### src/design/olm_pkg.sv
// Shared constants, codes and types for the ordered list move unit.
`timescale 1ns / 1ps

package olm_pkg;

  // List size and field widths
  localparam int MAX_ENTRIES = 64;
  localparam int IDX_W       = $clog2(MAX_ENTRIES);
  localparam int FIELD_W     = 7;

  // entry_count after reset
  localparam logic [FIELD_W-1:0] COUNT_RESET = FIELD_W'(MAX_ENTRIES);

  typedef enum logic {
    OP_MOVE = 1'b0,
    OP_READ = 1'b1
  } opcode_t;

  typedef enum logic [1:0] {
    ST_OK    = 2'd0,
    ST_CLAMP = 2'd1,
    ST_RANGE = 2'd2
  } status_t;

  typedef enum logic [2:0] {
    S_IDLE,
    S_LOOKUP,
    S_FETCH,
    S_SHIFT_RD,
    S_SHIFT_WR,
    S_PLACE,
    S_OUT
  } state_t;

  // One table request per cycle: one write, one registered read
  typedef struct packed {
    logic             we;
    logic [IDX_W-1:0] waddr;
    logic [IDX_W-1:0] wdata;
    logic [IDX_W-1:0] raddr;
  } tbl_req_t;

  // Finished result, as it goes to the output register
  typedef struct packed {
    logic [FIELD_W-1:0] entry;
    logic [FIELD_W-1:0] slot;
    status_t            status;
  } res_t;

endpackage

### src/design/olm_cmd_if.sv
// Command channel: move or read requests.
`timescale 1ns / 1ps

interface olm_cmd_if;
  logic                              valid;
  logic                              ready;
  logic                              opcode;
  logic [olm_pkg::FIELD_W-1:0]       entry_number;
  logic signed [olm_pkg::FIELD_W-1:0] move_offset;
  logic [olm_pkg::FIELD_W-1:0]       slot_index;

  modport source (output valid, opcode, entry_number, move_offset, slot_index,
                  input ready);
  modport sink (input valid, opcode, entry_number, move_offset, slot_index,
                output ready);
endinterface

### src/design/olm_rsp_if.sv
// Response channel: one result per command.
`timescale 1ns / 1ps

interface olm_rsp_if;
  logic                        valid;
  logic                        ready;
  logic [olm_pkg::FIELD_W-1:0] result_entry;
  logic [olm_pkg::FIELD_W-1:0] result_slot;
  logic [1:0]                  status;

  modport source (output valid, result_entry, result_slot, status, input ready);
  modport sink (input valid, result_entry, result_slot, status, output ready);
endinterface

### src/design/olm_cfg_if.sv
// Configuration write channel for entry_count.
`timescale 1ns / 1ps

interface olm_cfg_if;
  logic                        valid;
  logic                        ready;
  logic [olm_pkg::FIELD_W-1:0] entry_count;

  modport source (output valid, entry_count, input ready);
  modport sink (input valid, entry_count, output ready);
endinterface

### src/design/olm_table.sv
// 64-entry table with per-entry valid bits; an unwritten entry reads as its own index.
`timescale 1ns / 1ps

module olm_table (
  input  logic                          clk,
  input  logic                          rst,
  input  logic                          clear,
  input  olm_pkg::tbl_req_t             req,
  output logic [olm_pkg::IDX_W-1:0]     rdata
);

  logic [olm_pkg::IDX_W-1:0]       mem [olm_pkg::MAX_ENTRIES];
  logic [olm_pkg::MAX_ENTRIES-1:0] vld;
  logic [olm_pkg::IDX_W-1:0]       rd_data;
  logic [olm_pkg::IDX_W-1:0]       rd_addr;
  logic                            rd_vld;

  // Storage write and registered read
  always_ff @(posedge clk) begin
    if (req.we) begin
      mem[req.waddr] <= req.wdata;
    end
    rd_data <= mem[req.raddr];
    rd_addr <= req.raddr;
  end

  // Valid bits: reset and clear restore the identity order at once
  always_ff @(posedge clk) begin
    if (rst || clear) begin
      vld    <= '0;
      rd_vld <= 1'b0;
    end else begin
      if (req.we) begin
        vld[req.waddr] <= 1'b1;
      end
      rd_vld <= vld[req.raddr];
    end
  end

  assign rdata = rd_vld ? rd_data : rd_addr;

endmodule

### src/design/olm_seq.sv
// Sequencer: decodes a command and walks the shift one slot per step.
`timescale 1ns / 1ps

module olm_seq (
  input  logic                          clk,
  input  logic                          rst,
  olm_cmd_if.sink                       cmd,
  input  logic [olm_pkg::FIELD_W-1:0]   count,
  input  logic [olm_pkg::IDX_W-1:0]     eas_rdata,
  input  logic [olm_pkg::IDX_W-1:0]     soe_rdata,
  input  logic                          res_ready,
  output olm_pkg::tbl_req_t             eas_req,
  output olm_pkg::tbl_req_t             soe_req,
  output olm_pkg::res_t                 res,
  output logic                          res_valid,
  output logic                          idle
);

  olm_pkg::state_t                 state, state_next;
  olm_pkg::opcode_t                op;
  logic [olm_pkg::FIELD_W-1:0]     ent;
  logic [olm_pkg::FIELD_W-1:0]     off;
  logic [olm_pkg::FIELD_W-1:0]     slot;
  logic [olm_pkg::IDX_W-1:0]       j, j_next;
  logic [olm_pkg::IDX_W-1:0]       tgt, tgt_next;
  logic                            dir_up, dir_up_next;
  olm_pkg::status_t                stat, stat_next;
  olm_pkg::res_t                   res_next;

  logic [olm_pkg::FIELD_W-1:0]     ent_m1, slot_m1, last;
  logic [olm_pkg::IDX_W-1:0]       last_idx, cur_c, tgt_c, j_step;
  logic signed [olm_pkg::FIELD_W:0] tgt_sum;
  logic                            move_err, read_err, tgt_low, tgt_high;

  assign idle      = (state == olm_pkg::S_IDLE);
  assign cmd.ready = idle;
  assign res_valid = (state == olm_pkg::S_OUT);

  // Range checks against the list size
  assign ent_m1   = ent - olm_pkg::FIELD_W'(1);
  assign slot_m1  = slot - olm_pkg::FIELD_W'(1);
  assign last     = count - olm_pkg::FIELD_W'(1);
  assign last_idx = last[olm_pkg::IDX_W-1:0];
  assign move_err = (ent == '0) || (ent > count);
  assign read_err = (slot == '0) || (slot > count);

  // Target slot: current slot plus signed offset, clamped to the list ends
  assign cur_c    = (olm_pkg::FIELD_W'(soe_rdata) >= count) ? last_idx : soe_rdata;
  assign tgt_sum  = $signed((olm_pkg::FIELD_W+1)'(cur_c))
                  + $signed({off[olm_pkg::FIELD_W-1], off});
  assign tgt_low  = (tgt_sum < 0);
  assign tgt_high = (tgt_sum > $signed({1'b0, last}));
  assign tgt_c    = tgt_low  ? '0 :
                    tgt_high ? last_idx : tgt_sum[olm_pkg::IDX_W-1:0];

  // Shared step unit for the shift walk
  assign j_step = dir_up ? j + olm_pkg::IDX_W'(1) : j - olm_pkg::IDX_W'(1);

  // State register and command capture
  always_ff @(posedge clk) begin
    if (rst) begin
      state <= olm_pkg::S_IDLE;
    end else begin
      state <= state_next;
    end
  end

  always_ff @(posedge clk) begin
    if (cmd.valid && cmd.ready) begin
      op   <= olm_pkg::opcode_t'(cmd.opcode);
      ent  <= cmd.entry_number;
      off  <= cmd.move_offset;
      slot <= cmd.slot_index;
    end
    j      <= j_next;
    tgt    <= tgt_next;
    dir_up <= dir_up_next;
    stat   <= stat_next;
    res    <= res_next;
  end

  // Next state, table accesses and result
  always_comb begin
    state_next  = state;
    j_next      = j;
    tgt_next    = tgt;
    dir_up_next = dir_up;
    stat_next   = stat;
    res_next    = res;
    eas_req     = '0;
    soe_req     = '0;
    case (state)
      olm_pkg::S_IDLE: begin
        if (cmd.valid) begin
          state_next = olm_pkg::S_LOOKUP;
        end
      end
      olm_pkg::S_LOOKUP: begin
        eas_req.raddr = slot_m1[olm_pkg::IDX_W-1:0];
        soe_req.raddr = ent_m1[olm_pkg::IDX_W-1:0];
        if ((op == olm_pkg::OP_READ) ? read_err : move_err) begin
          res_next.entry  = '0;
          res_next.slot   = '0;
          res_next.status = olm_pkg::ST_RANGE;
          state_next      = olm_pkg::S_OUT;
        end else begin
          state_next = olm_pkg::S_FETCH;
        end
      end
      olm_pkg::S_FETCH: begin
        if (op == olm_pkg::OP_READ) begin
          res_next.entry  = olm_pkg::FIELD_W'(eas_rdata) + olm_pkg::FIELD_W'(1);
          res_next.slot   = slot;
          res_next.status = olm_pkg::ST_OK;
          state_next      = olm_pkg::S_OUT;
        end else begin
          j_next      = cur_c;
          tgt_next    = tgt_c;
          dir_up_next = (tgt_c > cur_c);
          stat_next   = (tgt_low || tgt_high) ? olm_pkg::ST_CLAMP : olm_pkg::ST_OK;
          state_next  = (tgt_c == cur_c) ? olm_pkg::S_PLACE : olm_pkg::S_SHIFT_RD;
        end
      end
      olm_pkg::S_SHIFT_RD: begin
        // fetch the neighbor that slides into slot j
        eas_req.raddr = j_step;
        state_next    = olm_pkg::S_SHIFT_WR;
      end
      olm_pkg::S_SHIFT_WR: begin
        eas_req.we    = 1'b1;
        eas_req.waddr = j;
        eas_req.wdata = eas_rdata;
        soe_req.we    = 1'b1;
        soe_req.waddr = eas_rdata;
        soe_req.wdata = j;
        j_next        = j_step;
        state_next    = (j_step == tgt) ? olm_pkg::S_PLACE : olm_pkg::S_SHIFT_RD;
      end
      olm_pkg::S_PLACE: begin
        eas_req.we      = 1'b1;
        eas_req.waddr   = tgt;
        eas_req.wdata   = ent_m1[olm_pkg::IDX_W-1:0];
        soe_req.we      = 1'b1;
        soe_req.waddr   = ent_m1[olm_pkg::IDX_W-1:0];
        soe_req.wdata   = tgt;
        res_next.entry  = ent;
        res_next.slot   = olm_pkg::FIELD_W'(tgt) + olm_pkg::FIELD_W'(1);
        res_next.status = stat;
        state_next      = olm_pkg::S_OUT;
      end
      olm_pkg::S_OUT: begin
        if (res_ready) begin
          state_next = olm_pkg::S_IDLE;
        end
      end
      default: begin
        state_next = olm_pkg::S_IDLE;
      end
    endcase
  end

endmodule

### src/design/ordered_list_move_by_offset_unit.sv
// Top level: ordered list with move-by-offset and read-by-slot.
`timescale 1ns / 1ps

// Keeps a list of entry_count entries as a slot-to-entry table and its inverse,
// both starting in identity order. A move takes the named entry to its slot plus
// a signed offset (clamped to the list ends, status 1), sliding the entries in
// between by one place; a read returns the entry at a slot. Out-of-range numbers
// give status 2 with zero result fields. One command is in work at a time: a
// read passes through the lookup, fetch and output states, a range error skips
// the fetch, and a move walks a read state and a write state on the slot-to-entry
// table for each sliding entry before it places the named entry. The finished
// result sits in an output register, so the next command is taken while it
// waits. A write to entry_count (taken only while idle) restores identity order
// at once through per-entry valid bits; there is no clearing pass after reset.
module ordered_list_move_by_offset_unit (
  input  logic    clk,
  input  logic    rst,
  olm_cmd_if.sink cmd,
  olm_rsp_if.source rsp,
  olm_cfg_if.sink cfg
);

  logic [olm_pkg::FIELD_W-1:0] count, count_next;
  logic                        cfg_wr, idle, res_valid, res_ready;
  olm_pkg::tbl_req_t           eas_req, soe_req;
  logic [olm_pkg::IDX_W-1:0]   eas_rdata, soe_rdata;
  olm_pkg::res_t               res;

  // entry_count register, clamped to 1..MAX_ENTRIES
  assign cfg.ready = idle;
  assign cfg_wr    = cfg.valid && cfg.ready;

  always_comb begin
    if (cfg.entry_count == '0) begin
      count_next = olm_pkg::FIELD_W'(1);
    end else if (cfg.entry_count > olm_pkg::FIELD_W'(olm_pkg::MAX_ENTRIES)) begin
      count_next = olm_pkg::FIELD_W'(olm_pkg::MAX_ENTRIES);
    end else begin
      count_next = cfg.entry_count;
    end
  end

  always_ff @(posedge clk) begin
    if (rst) begin
      count <= olm_pkg::COUNT_RESET;
    end else if (cfg_wr) begin
      count <= count_next;
    end
  end

  // Slot-to-entry and entry-to-slot tables
  olm_table u_eas (
    .clk   (clk),
    .rst   (rst),
    .clear (cfg_wr),
    .req   (eas_req),
    .rdata (eas_rdata)
  );

  olm_table u_soe (
    .clk   (clk),
    .rst   (rst),
    .clear (cfg_wr),
    .req   (soe_req),
    .rdata (soe_rdata)
  );

  olm_seq u_seq (
    .clk       (clk),
    .rst       (rst),
    .cmd       (cmd),
    .count     (count),
    .eas_rdata (eas_rdata),
    .soe_rdata (soe_rdata),
    .res_ready (res_ready),
    .eas_req   (eas_req),
    .soe_req   (soe_req),
    .res       (res),
    .res_valid (res_valid),
    .idle      (idle)
  );

  // Output register: loads when empty or being drained
  assign res_ready = res_valid && (!rsp.valid || rsp.ready);

  always_ff @(posedge clk) begin
    if (rst) begin
      rsp.valid <= 1'b0;
    end else if (res_ready) begin
      rsp.valid <= 1'b1;
    end else if (rsp.ready) begin
      rsp.valid <= 1'b0;
    end
  end

  always_ff @(posedge clk) begin
    if (res_ready) begin
      rsp.result_entry <= res.entry;
      rsp.result_slot  <= res.slot;
      rsp.status       <= res.status;
    end
  end

`ifndef SYNTHESIS
  // A command transfer always takes the unit busy on the next cycle
  a_busy_after_cmd: assert property (@(posedge clk) disable iff (rst)
    (cmd.valid && cmd.ready) |=> !cmd.ready)
    else $error("command accepted while previous one still in work");

  // Range errors and only range errors carry a zero entry
  a_err_zero: assert property (@(posedge clk) disable iff (rst)
    rsp.valid |-> ((rsp.status == olm_pkg::ST_RANGE) == (rsp.result_entry == '0)))
    else $error("result entry inconsistent with status");

  // A good result names a slot inside the list
  a_slot_in_list: assert property (@(posedge clk) disable iff (rst)
    (rsp.valid && (rsp.status != olm_pkg::ST_RANGE))
      |-> ((rsp.result_slot != '0) && (rsp.result_slot <= count)))
    else $error("result slot outside the list");
`endif

endmodule

### src/flat_wrapper.sv
// flat-port wrapper written by rule: the top's interface ports become plain ports
module ordered_list_move_by_offset_unit_flat 
  (clk, rst, cmd_valid, cmd_opcode, cmd_entry_number, cmd_move_offset, cmd_slot_index, cmd_ready, rsp_valid, rsp_result_entry, rsp_result_slot, rsp_status, rsp_ready, cfg_valid, cfg_entry_count, cfg_ready);
  olm_cmd_if cmd_i ();
  olm_rsp_if rsp_i ();
  olm_cfg_if cfg_i ();
  input  logic clk;
  input  logic rst;
  input wire logic [$bits(cmd_i.valid)-1:0] cmd_valid;
  input wire logic [$bits(cmd_i.opcode)-1:0] cmd_opcode;
  input wire logic [$bits(cmd_i.entry_number)-1:0] cmd_entry_number;
  input wire logic [$bits(cmd_i.move_offset)-1:0] cmd_move_offset;
  input wire logic [$bits(cmd_i.slot_index)-1:0] cmd_slot_index;
  output wire logic [$bits(cmd_i.ready)-1:0] cmd_ready;
  output wire logic [$bits(rsp_i.valid)-1:0] rsp_valid;
  output wire logic [$bits(rsp_i.result_entry)-1:0] rsp_result_entry;
  output wire logic [$bits(rsp_i.result_slot)-1:0] rsp_result_slot;
  output wire logic [$bits(rsp_i.status)-1:0] rsp_status;
  input wire logic [$bits(rsp_i.ready)-1:0] rsp_ready;
  input wire logic [$bits(cfg_i.valid)-1:0] cfg_valid;
  input wire logic [$bits(cfg_i.entry_count)-1:0] cfg_entry_count;
  output wire logic [$bits(cfg_i.ready)-1:0] cfg_ready;
  assign cmd_i.valid = cmd_valid;
  assign cmd_i.opcode = cmd_opcode;
  assign cmd_i.entry_number = cmd_entry_number;
  assign cmd_i.move_offset = cmd_move_offset;
  assign cmd_i.slot_index = cmd_slot_index;
  assign cmd_ready = cmd_i.ready;
  assign rsp_valid = rsp_i.valid;
  assign rsp_result_entry = rsp_i.result_entry;
  assign rsp_result_slot = rsp_i.result_slot;
  assign rsp_status = rsp_i.status;
  assign rsp_i.ready = rsp_ready;
  assign cfg_i.valid = cfg_valid;
  assign cfg_i.entry_count = cfg_entry_count;
  assign cfg_ready = cfg_i.ready;
  ordered_list_move_by_offset_unit u_core (.clk(clk), .rst(rst), .cmd(cmd_i), .rsp(rsp_i), .cfg(cfg_i));
endmodule
### config.mk
export PLATFORM = sky130hd
export DESIGN_NAME = ordered_list_move_by_offset_unit_flat
export DESIGN_NICKNAME = d
export VERILOG_FILES = /design/src/design/olm_pkg.sv /design/src/design/olm_cmd_if.sv /design/src/design/olm_rsp_if.sv /design/src/design/olm_cfg_if.sv /design/src/design/olm_table.sv /design/src/design/olm_seq.sv /design/src/design/ordered_list_move_by_offset_unit.sv /design/src/flat_wrapper.sv
export SDC_FILE = /design/constraint.sdc
export NUM_CORES = 1
export LEC_CHECK = 0
export BUFFER_PORTS_ARGS = -buffer_cell sky130_fd_sc_hd__buf_2
export CAP_MARGIN = 20
export CELL_PAD_IN_SITES_DETAIL_PLACEMENT = 1
export CELL_PAD_IN_SITES_GLOBAL_PLACEMENT = 2
export CORE_MARGIN = 2
export CORE_UTILIZATION = 48
export CTS_CLUSTER_SIZE = 40
export DETAILED_ROUTE_END_ITERATION = 7
export GPL_ROUTABILITY_DRIVEN = 0
export PLACE_DENSITY = 0.78
export SLEW_MARGIN = 40
export SYNTH_ARGS = -nofsm -noshare
export SYNTH_HDL_FRONTEND = slang
export SYNTH_HIERARCHICAL = 1
export SYNTH_SLANG_ARGS = --single-unit
### constraint.sdc
create_clock -name clk -period 8.35 [get_ports clk]
set_clock_uncertainty 0.05 [all_clocks]
set_input_delay 0.835 -clock clk [delete_from_list [all_inputs] [get_ports clk]]
set_output_delay 0.835 -clock clk [all_outputs]
set_load 0.1 [all_outputs]
==> results of run 1 <==
## sequential cells by signal, summed over array words and instances (netlist names), 2 cells and up
register,count
u_core/u_soe/vld,64
u_core/u_seq/tgt,6
u_core/u_seq/off,7
u_core/u_eas/vld,64
u_core/count,7
u_core/u_soe/mem,384
u_core/u_seq/j,6
u_core/rsp.result_slot,7
u_core/rsp.result_entry,7
u_core/u_eas/mem,384
u_core/u_seq/state,3
u_core/u_soe/rd_data,6
u_core/rsp.status,2
u_core/u_soe/rd_addr,6
u_core/u_seq/res,16
u_core/u_eas/rd_addr,6
u_core/u_seq/slot,7
u_core/u_seq/ent,7
u_core/u_eas/rd_data,6
## cell families after synthesis
family | count (synthesis) | share of synthesized area (%)
flops | 1001 | 70.1
mux | 312 | 15.0
simple gates | 420 | 4.75
buf+inv | 176 | 2.25
xor+xnor | 34 | 0.836
fa+ha+maj | 53 | 1.67
compound gates | 320 | 5.44
## cell type report
class,count,share of cell area (%)
clock buffer,142,6.27
clock inverter,52,0.904
multi-input combinational,1139,25.3
timing repair buffer,90,1.47
inverter,40,0.331
sequential,1001,62.6
tap,1134,3.13
## report_power, final
part           internal (uW)  switching [uW]
registers               5840             143
logic                   1500            2520
clock network           2540            1880
## layout by cell type, fill, tap and decap left out, types with 6 or more instances in the layout
cell / count
a211oi_4: 9
a21oi_1: 43
and2_1: 6
and3_1: 6
buf_2: 52
buf_4: 26
clkbuf_1: 30
clkbuf_16: 106
clkbuf_8: 6
clkinv_1: 16
clkinv_2: 21
dfxtp_1: 165
edfxtp_1: 836
ha_1: 51
inv_1: 40
mux2_2: 15
mux2i_1: 63
mux4_2: 234
nand2_1: 79
nand2b_1: 15
nand3_1: 35
nand3b_1: 10
nor2_1: 175
nor2_2: 8
nor2_4: 12
nor2b_1: 15
nor3_1: 16
nor3_2: 8
nor3b_1: 9
o21a_1: 130
o21ai_0: 26
o22ai_1: 52
o41ai_1: 10
xnor2_1: 20
xor2_1: 11
## worst max-delay path by stage
stage	endpoint	depth (start not counted)	slack (ns)
floorplan	u_core/u_seq/state[1]$_SDFFE_PP0P_	31	2.38
global placement	u_core/u_seq/state[1]$_SDFFE_PP0P_	29	1.73
detailed placement	u_core/u_seq/state[1]$_SDFFE_PP0P_	29	1.48
CTS	u_core/u_seq/state[1]$_SDFFE_PP0P_	29	1.45
global route	u_core/u_seq/state[1]$_SDFFE_PP0P_	29	1.20
finish	u_core/u_seq/state[1]$_SDFFE_PP0P_	29	1.72
## per-stage QoR
step | util (%) | total power, uW | setup WS (ns) | instance area, um^2 | cells
after floorplan | - | 8800 | 2.38 | 40500 | 2316
after global placement | 50.2 | 9940 | 1.73 | 42000 | 3400
after detailed placement | 50.3 | 10100 | 1.48 | 42100 | 3402
after CTS | 54.1 | 14500 | 1.45 | 45300 | 3596
after global routing | 54.3 | 15000 | 1.20 | 45400 | 3598
final | 54.3 | 14400 | 1.72 | 45400 | 3598
## critical path, delay by kind of cell (launching register included)
kind / cells / cell delay, ns
xor gates and xnor gates: 1 / 0.12
buffers and inverters: 2 / 0.12
adders and majority gates: 5 / 1.39
muxes: 2 / 0.76
and+or+nand+nor: 6 / 0.75
AOI/OAI and AO/OA: 13 / 2.84
DFF: 1 / 0.47
## metal layers
| metal | track usage [%] | vias up | share of wire (%) |
|---|---|---|---|
| li1 | - | 9298 | - |
| met1 | 32.6 | 11400 | 43 |
| met2 | 37.5 | 553 | 49 |
| met3 | 3.27 | 149 | 5.0 |
| met4 | 6.79 | 0 | 2.6 |
| met5 | 0 | - | 0 |
==> reports/results.tsv, run 1 <==
stage	metric	value	unit
outcome	outcome	complete, no violations	
worst_setup_path	CP startpoint	u_core/u_soe/rd_vld$_SDFF_PP0_	
synthesis	Ys Warns	6	
clock_tree	clk buf depth	3	
clock_tree	TritonCTS clock tree	built	
hold_path	Hold Crit Depth	1	
worst_setup_path	Crit Path Max Fanout	8	
clock_tree	CTS Hold Bufs	0	
worst_setup_path	crit start category	flop	
timing	final hold violation count	0	
synthesis	area leader, netlist	edfxtp_1	
timing	worst hold slack	0.304	ns
placement	PortBufs	52	
die	DIE HEIGHT	295	um
timing	slew of the pin with the lowest slew margin	0.856	ns
die	Starting Density	48.4	%
die	Die Span X	295	um
clock_tree	clk sinks	1001	
synthesis	EDFF count, synth	836	
worst_setup_path	Arrival @ worst endpoint	7.10	ns
clock_tree	clock latency on the worst-skew pair	0.66	ns
die	die area	0.0868	mm^2
global_routing	gr usage total	23.1	%
synthesis	Async SR Flop Fraction	0	%
detailed_routing	via count	21400	
synthesis	Mapped Cells	2316	
synthesis	post-synth top area share	61.9	%
synthesis	Post-Syn Nets	2403	
detailed_routing	router iterations before antenna repair	5	
global_routing	first-pass GRT wire length	148000	um
power_and_ir_drop	Worst VDD drop	210	uV
synthesis	post-synth design cell area	0.0405	mm^2
cells_and_area	Reg area	0.0284	mm^2
timing	post-layout minimum cycle time	6.63	ns
synthesis	post-synthesis register bit count	1001	
global_routing	initial antenna violation count	2	
synthesis	Yosys cell types	62	
worst_setup_path	Worst R2R Setup Slack	1.72	ns
synthesis	count leader, synth	edfxtp_1	
clock_tree	CTS clk-pin slew, worst paths	0.06	ns
cells_and_area	layout filler cell count	7521	
cells_and_area	P&R area growth vs syn	12.0	%
clock_tree	Post-CTS Setup Bufs	0	
detailed_routing	ANT nets after route	0	
clock_tree	clock root cell	clkbuf_16	
synthesis	Main synth FF type	edfxtp_1	
worst_setup_path	Reg-to-Reg End	u_core/u_seq/state[1]$_SDFFE_PP0P_	
detailed_routing	drt wl/cell	27.3	um
power_and_ir_drop	PwrDens	318	mW/mm^2
timing	Setup TNS Final	0	ns
placement	placed wire-length estimate	61300	um
worst_setup_path	kind of end point of the critical path	flop	
die	area of the core	0.0837	mm^2
worst_setup_path	Worst Path Required	8.82	ns
clock_tree	CTS Buf Count	103	
timing	crit share post-route	79.4	%
clock_tree	Post-CTS Resized	0	
global_routing	largest net degree at the start of global routing	98	
synthesis	most frequent cells after synthesis	edfxtp_1, mux4_2, nor2_1	
timing	Finish-stage setup viols	0	
synthesis	Seq/Total Area, Yosys	70.1	%
worst_setup_path	Worst path slowest cell	dfxtp_1	
detailed_routing	DRC viols	0	
synthesis	synth top area cells	edfxtp_1, mux4_2, dfxtp_1, o21a_1, nor2_1	
clock_tree	H-tree levels	3	
detailed_routing	iteration-0 DRC count of the detailed router	1582	
timing	relative slew slack	42.9	%
worst_setup_path	WS Path Type	reg2reg	
synthesis	syn avg cell area	17.5	um^2
global_routing	GR Overflow Total	0	
hold_path	hold worst-path end	u_core/u_seq/slot[0]$_DFFE_PP_	
timing	fmax	151	MHz
cells_and_area	area of the multi-input gates	0.0115	mm^2
power_and_ir_drop	static leakage	0.0147	uW
detailed_routing	Avg Vias per Cell	5.95	
cells_and_area	diode count	0	
hold_path	HP Class	in2reg	
timing	Slew Limit Fails	0	
global_routing	number of global-route vias before repair	22500	
run	max-cap viol count	0	
worst_setup_path	cell repeated most along the worst path	ha_1	
detailed_routing	Post-Route WL	98100	um
worst_setup_path	crit-path max cell delay	0.47	ns
die	Rows	106	
hold_path	min-delay src	cmd_slot_index[0]	
worst_setup_path	worst r2r src	u_core/u_soe/rd_vld$_SDFF_PP0_	
cells_and_area	Final nets	2462	
die	I/O pins	53	
cells_and_area	layout cells sized above 1	22.0	%
timing	RSZ-0062 raised after global routing	false	
worst_setup_path	R2R depth	29	
No activity file was read; power rests on OpenSTA's default activity.
==> run 2: changes to the inputs <==
Settings changed: CORE_UTILIZATION 48 to 44, PLACE_DENSITY 0.78 to 0.75.
Clock period 8.35 ns to 5.3 ns, I/O delays scaled along.
==> reports/results.tsv, run 2 (synthesized netlist as in run 1, its figures left out) <==
stage	metric	value	unit	change
global_routing	GR Overflow Total	0		unchanged
cells_and_area	layout cells sized above 1	26.3	%	+4.3 points
clock_tree	CTS clk-pin slew, worst paths	0.06	ns	about the same
cells_and_area	Finished Cell Area	0.0468	mm^2	+3.2%
die	DIE HEIGHT	308	um	+4.4%
worst_setup_path	Worst Path Required	5.79	ns	-3.03 ns
power_and_ir_drop	static leakage	0.0153	uW	+4.4%
placement	pre-CTS WS	-0.751	ns	-2.23 ns
cells_and_area	P&R area growth vs syn	15.5	%	
global_routing	gr usage total	21.9	%	-1.1 points
die	Die Span X	308	um	+4.4%
global_routing	grt peak-use layer	met2		
die	die area	0.0946	mm^2	+9.0%
placement	placed standard-cell area	0.0427	mm^2	+1.6%
worst_setup_path	Reg-to-Reg End	u_core/u_seq/state[1]$_SDFFE_PP0P_		
placement	placed wire-length estimate	66700	um	+8.8%
timing	RSZ-0062 raised after global routing	true		
global_routing	GR Util met3	3.15	%	-0.13 points
run	max-cap viol count	0		unchanged
clock_tree	TritonCTS clock tree	built		
worst_setup_path	Worst path slowest cell	a221o_1		
worst_setup_path	kind of end point of the critical path	flop		
timing	post-layout minimum cycle time	5.46	ns	-1.17 ns
detailed_routing	via count	21900		+2.5%
outcome	outcome	finished with violations		
worst_setup_path	R2R depth	29		unchanged
timing	relative slew slack	41.8	%	-1.2 points
timing	final hold violation count	0		unchanged
worst_setup_path	Arrival @ worst endpoint	5.96	ns	-1.14 ns
worst_setup_path	cell repeated most along the worst path	a21oi_2		
detailed_routing	Avg Vias per Cell	5.84		-1.8%
hold_path	min-delay src	cfg_entry_count[5]		
timing	fmax	183	MHz	+21%
global_routing	initial antenna violation count	1		-1
worst_setup_path	Crit Path Max Fanout	6		-2
detailed_routing	ANT nets after route	0		unchanged
timing	worst hold slack	0.0990	ns	-0.205 ns
die	Rows	111		+4.7%
global_routing	first-pass GRT wire length	154000	um	+4.0%
cells_and_area	diode count	0		unchanged
global_routing	met2 Usage GRT	36.3	%	-1.2 points
worst_setup_path	WS Path Type	reg2reg		
cells_and_area	largest registers	u_core/u_eas/mem: 384 flops, u_core/u_soe/mem: 384 flops		
worst_setup_path	crit start category	flop		
power_and_ir_drop	PwrDens	531	mW/mm^2	+67%
timing	slew of the pin with the lowest slew margin	0.868	ns	+0.0127 ns
clock_tree	CTS Buf Count	102		-0.97%
clock_tree	clk buf depth	3		unchanged
timing	worst setup margin	-0.164	ns	-1.88 ns
clock_tree	clock root cell	clkbuf_16		
detailed_routing	router iterations before antenna repair	5		unchanged
cells_and_area	most frequent cells in the layout	edfxtp_1, mux4_2, nor2_1		
detailed_routing	DRC viols	0		unchanged
die	area of the core	0.0915	mm^2	+9.4%
worst_setup_path	crit-path max cell delay	0.38	ns	-0.09 ns
global_routing	largest net degree at the start of global routing	70		-29%
cells_and_area	commonest non-fill, non-tap cell in the layout	edfxtp_1		
clock_tree	clk sinks	1001		unchanged
detailed_routing	Post-Route WL	102000	um	+4.0%
worst_setup_path	Worst R2R Setup Slack	-0.16	ns	-1.88 ns
hold_path	HP Class	in2reg		
hold_path	hold worst-path end	u_core/count[5]$_SDFFE_PP0P_		
placement	PortBufs	52		unchanged
detailed_routing	iteration-0 DRC count of the detailed router	1632		+3.2%
detailed_routing	drt wl/cell	27.2	um	-0.42%
clock_tree	H-tree levels	3		unchanged
timing	Setup TNS Final	-0.346	ns	-0.346 ns
clock_tree	clock latency on the worst-skew pair	0.70	ns	+0.04 ns
die	I/O pins	53		unchanged
die	Starting Density	44.3	%	-4.1 points
cells_and_area	Final nets	2568		+4.3%
global_routing	number of global-route vias before repair	23400		+3.8%
timing	Slew Limit Fails	0		unchanged
power_and_ir_drop	Worst VDD drop	431	uV	+110%
timing	Finish-stage setup viols	3		+3
global_routing	met1 Use GR	30.6	%	-2.0 points
hold_path	Hold Crit Depth	3		+2
worst_setup_path	worst r2r src	u_core/u_soe/rd_vld$_SDFF_PP0_		
power_and_ir_drop	Design Power	24900	uW	+73%
timing	crit share post-route	103	%	+24 points
outcome	failing checks	setup timing		
[run 2: changes by cell type in the layout (fill, tap and decap cells not counted), moves of 6 or more]
cell / previous run / this run
clkinv_2: 21 / 14
o21ai_0: 26 / 20
dlygate4sd3_1: 0 / 22
ha_1: 51 / 41
mux2_4: 0 / 6
clkbuf_8: 6 / 13
mux2_2: 15 / 9
a21oi_2: 2 / 8
ha_4: 0 / 9
mux2i_1: 63 / 54
buf_4: 26 / 110
mux2i_4: 0 / 6
a21oi_1: 43 / 36
[run 2: layout make-up]
type / count / area [um^2]
Fill cell: 8383 / 44700
Tap cell: 1186 / 1480
Clock buffer: 147 / 2940
Multi-Input combinational cell: 1139 / 11800
Clock inverter: 47 / 482
Timing Repair Buffer: 197 / 1540
Sequential cell: 1001 / 28400
Inverter: 40 / 150
[run 2: metrics by stage]
| step | utilization, % | cells |
|---|---|---|
| detailed placement | 46.7 | 3525 |
| finish | 51.2 | 3757 |
| floorplan | - | 2316 |
| global placement | 46.6 | 3524 |
| global route | 51.2 | 3757 |
| CTS | 51.0 | 3751 |
[run 2: how the worst max path moves through the flow]
stage                                              start                            endpoint  slack, ns  depth (start not counted)
after CTS                 u_core/u_soe/rd_vld$_SDFF_PP0_  u_core/u_seq/state[2]$_SDFFE_PP0P_      -0.25                         31
after global placement    u_core/u_soe/rd_vld$_SDFF_PP0_  u_core/u_seq/state[1]$_SDFFE_PP0P_      -0.43                         28
final                     u_core/u_soe/rd_vld$_SDFF_PP0_  u_core/u_seq/state[1]$_SDFFE_PP0P_      -0.16                         29
after global routing      u_core/u_soe/rd_vld$_SDFF_PP0_  u_core/u_seq/state[2]$_SDFFE_PP0P_      -0.40                         32
after detailed placement  u_core/u_soe/rd_vld$_SDFF_PP0_  u_core/u_seq/state[1]$_SDFFE_PP0P_      -0.75                         28
after floorplan           u_core/u_soe/rd_vld$_SDFF_PP0_  u_core/u_seq/state[1]$_SDFFE_PP0P_      -0.06                         31
[run 2: per-layer routing]
layer  routed length, um  vias to the layer above  share of wire (%)
met2               49900                      531                 49
li1                    -                     9518                  -
met1               44900                    11700                 44
met3                4870                      143                4.8
met4                2360                        0                2.3
met5                   0                        -                  0
[run 2: critical path: cells and delay by family, from the launching register on]
kind	cells	cell delay, ns
AOI/OAI and AO/OA	13	1.92
xor gates and xnor gates	1	0.13
adders and majority gates	5	1.42
and+or+nand+nor	4	0.45
muxes	2	0.52
buffers and inverters	4	0.48
DFF	1	0.35
[run 2: report_power, final]
group / total [uW] / switching, uW / leakage [uW] / internal (uW)
sequential: 9400 / 207 / 0.00919 / 9200
clock: 7260 / 3050 / 0.00167 / 4210
combinational: 8210 / 4640 / 0.00448 / 3570
[run 2: timing repair]
| action | 4_1_cts | 5_1_grt |
|---|---|---|
| hold buffers | 22 | 0 |
| hold endpoints to repair | 22 | 0 |
| setup endpoints to repair | 3 | 3 |
| pin swaps | 21 | 17 |
| buffers inserted | 10 | 5 |
| resized for setup | 50 | 14 |
==> run 3: changes to the inputs <==
Clock period 5.3 ns to 4.45 ns, I/O delays scaled along.
==> reports/results.tsv, run 3 (synthesized netlist as in run 1, its figures left out) <==
stage	metric	value	unit	change
worst_setup_path	crit start category	flop		
clock_tree	clock latency on the worst-skew pair	0.68	ns	-0.02 ns
timing	worst hold slack	0.0730	ns	-0.0260 ns
timing	relative slew slack	41.0	%	-0.76 points
die	DIE HEIGHT	308	um	unchanged
global_routing	gr usage total	22.1	%	+0.20 points
timing	fmax	182	MHz	-0.37%
clock_tree	clk sinks	1001		unchanged
die	I/O pins	53		unchanged
worst_setup_path	Crit Path Max Fanout	7		+1
timing	slew of the pin with the lowest slew margin	0.881	ns	+0.0129 ns
hold_path	HP Class	in2reg		
worst_setup_path	kind of end point of the critical path	flop		
detailed_routing	via count	21900		-0.36%
timing	RSZ-0062 raised after global routing	true		
global_routing	GR Overflow Total	0		unchanged
worst_setup_path	Worst R2R Setup Slack	-1.03	ns	-0.87 ns
worst_setup_path	Reg-to-Reg End	u_core/u_seq/state[1]$_SDFFE_PP0P_		
die	die area	0.0946	mm^2	unchanged
power_and_ir_drop	PwrDens	634	mW/mm^2	+19%
cells_and_area	P&R area growth vs syn	16.0	%	
detailed_routing	Avg Vias per Cell	5.79		-0.84%
cells_and_area	most frequent cells in the layout	edfxtp_1, mux4_2, nor2_1		
worst_setup_path	worst setup path endpoint	u_core/u_seq/state[1]$_SDFFE_PP0P_		
global_routing	number of global-route vias before repair	23600		+0.90%
timing	crit share post-route	123	%	+20 points
die	area of the core	0.0915	mm^2	unchanged
worst_setup_path	Worst Path Required	4.99	ns	-0.80 ns
die	Starting Density	44.3	%	unchanged
detailed_routing	DRC viols	0		unchanged
power_and_ir_drop	Worst VDD drop	578	uV	+34%
clock_tree	CTS Buf Count	101		-0.98%
worst_setup_path	R2R depth	27		-6.9%
placement	dpl cells	3544		+0.54%
clock_tree	TritonCTS clock tree	built		
die	Rows	111		unchanged
placement	placed wire-length estimate	68000	um	+2.0%
clock_tree	clock root cell	clkbuf_16		
outcome	outcome	finished with violations		
timing	Finish-stage setup viols	10		+7
outcome	failing checks	setup timing		
detailed_routing	router iterations before antenna repair	5		unchanged
global_routing	initial antenna violation count	0		-1
worst_setup_path	worst r2r src	u_core/u_soe/rd_vld$_SDFF_PP0_		
timing	Setup TNS Final	-4.98	ns	-4.63 ns
cells_and_area	non-filler cells, final	3775		+0.48%
placement	PortBufs	52		unchanged
cells_and_area	Final nets	2590		+0.86%
detailed_routing	ANT nets after route	0		unchanged
cells_and_area	largest registers	u_core/u_eas/mem: 384 flops, u_core/u_soe/mem: 384 flops		
detailed_routing	drt wl/cell	27.3	um	+0.58%
placement	pre-CTS WS	-1.49	ns	-0.735 ns
clock_tree	clk buf depth	3		unchanged
cells_and_area	layout cells sized above 1	26.7	%	+0.41 points
worst_setup_path	CP startpoint	u_core/u_soe/rd_vld$_SDFF_PP0_		
clock_tree	H-tree levels	3		unchanged
cells_and_area	commonest non-fill, non-tap cell in the layout	edfxtp_1		
detailed_routing	iteration-0 DRC count of the detailed router	1760		+7.8%
worst_setup_path	Arrival @ worst endpoint	6.03	ns	+0.07 ns
timing	post-layout minimum cycle time	5.48	ns	+0.0205 ns
power_and_ir_drop	static leakage	0.0154	uW	+0.42%
global_routing	largest net degree at the start of global routing	77		+10%
worst_setup_path	WS Path Type	reg2reg		
cells_and_area	layout filler cell count	8361		-0.26%
clock_tree	CTS clk-pin slew, worst paths	0.06	ns	about the same
timing	final hold violation count	0		unchanged
run	max-cap viol count	0		unchanged
timing	Slew Limit Fails	0		unchanged
global_routing	first-pass GRT wire length	156000	um	+1.3%
detailed_routing	Post-Route WL	103000	um	+1.1%
die	Die Span X	308	um	unchanged
timing	worst setup margin	-1.03	ns	-0.871 ns
[run 3: cell type report]
type,count,area [um^2],share of cell area [%]
clock inverters,65,678,1.44
inverters,40,150,0.319
clock buffers,123,2690,5.72
flip-flops and latches,1001,28400,60.4
diodes,1,2.50,0.00532
repair buffers,220,1780,3.78
multi-input cells,1139,11800,25.1
well taps,1186,1480,3.16
[run 3: power breakdown]
group	total [uW]	internal, uW	leakage, uW	switching [uW]
Clock	8600	5000	0.00163	3600
Sequential	11200	11000	0.00919	255
Combinational	9990	4430	0.00459	5560
Total	29800	20400	0.0154	9410
[run 3: repair_timing]
item,CTS,global route
pin swaps,17,12
endpoints found under the hold margin,26,0
setup endpoints to repair,10,10
hold buffers,26,0
gates resized for setup,39,18
setup buffers,11,4
[run 3: critical path, stage by stage (launching register included)]
cell and delay (ns):
dfxtp_2 0.35, buf_6 0.14, mux2_4 0.33, ha_4 0.24, a21oi_4 0.16, o21ai_2 0.09
a221o_1 0.33, buf_12 0.16, buf_4 0.14, mux2i_2 0.18, inv_1 0.10, ha_1 0.34
a21oi_2 0.22, o21ai_2 0.13, xor2_1 0.18, ha_1 0.33, o21ai_1 0.11, a21o_1 0.20
a21oi_4 0.17, buf_12 0.17, mux2i_4 0.29, ha_4 0.24, nand3_2 0.10, nor2_4 0.05
a22oi_2 0.13, a21oi_2 0.08, buf_4 0.14, a221oi_2 0.24
[run 3: metrics by stage]
step | util [%] | area [um^2] | power (uW)
6_report | 51.4 | 47000 | 29800
5_1_grt | 51.4 | 47000 | 31100
4_1_cts | 51.2 | 46800 | 29500
3_5_place_dp | 46.9 | 42900 | 20000
3_3_place_gp | 46.9 | 42900 | 19700
2_1_floorplan | - | 40700 | 16700
[run 3: worst min path at each step]
stage / slack, ns / startpoint / cells past startpoint / endpoint
5_1_grt: 0.05 / cfg_entry_count[5] / 3 / u_core/count[5]$_SDFFE_PP0P_
2_1_floorplan: 0.35 / u_core/u_seq/res[9]$_DFFE_PP_ / 0 / u_core/rsp.result_entry[0]$_DFFE_PP_
3_5_place_dp: 0.36 / u_core/u_seq/res[15]$_DFFE_PP_ / 0 / u_core/rsp.result_entry[6]$_DFFE_PP_
6_report: 0.07 / cfg_valid / 3 / u_core/count[1]$_SDFFE_PP0P_
3_3_place_gp: 0.36 / u_core/u_seq/res[1]$_DFFE_PP_ / 0 / u_core/rsp.status[1]$_DFFE_PP_
4_1_cts: 0.02 / cfg_valid / 3 / u_core/count[1]$_SDFFE_PP0P_
[run 3: metal layers]
layer  vias to the layer above  routed length [um]  GRT usage (%)
met4                         0                2160           5.48
li1                       9555                   -              -
met3                       146                4650           3.10
met2                       558               51100           36.9
met5                         -                   0              0
met1                     11600               45200           30.8
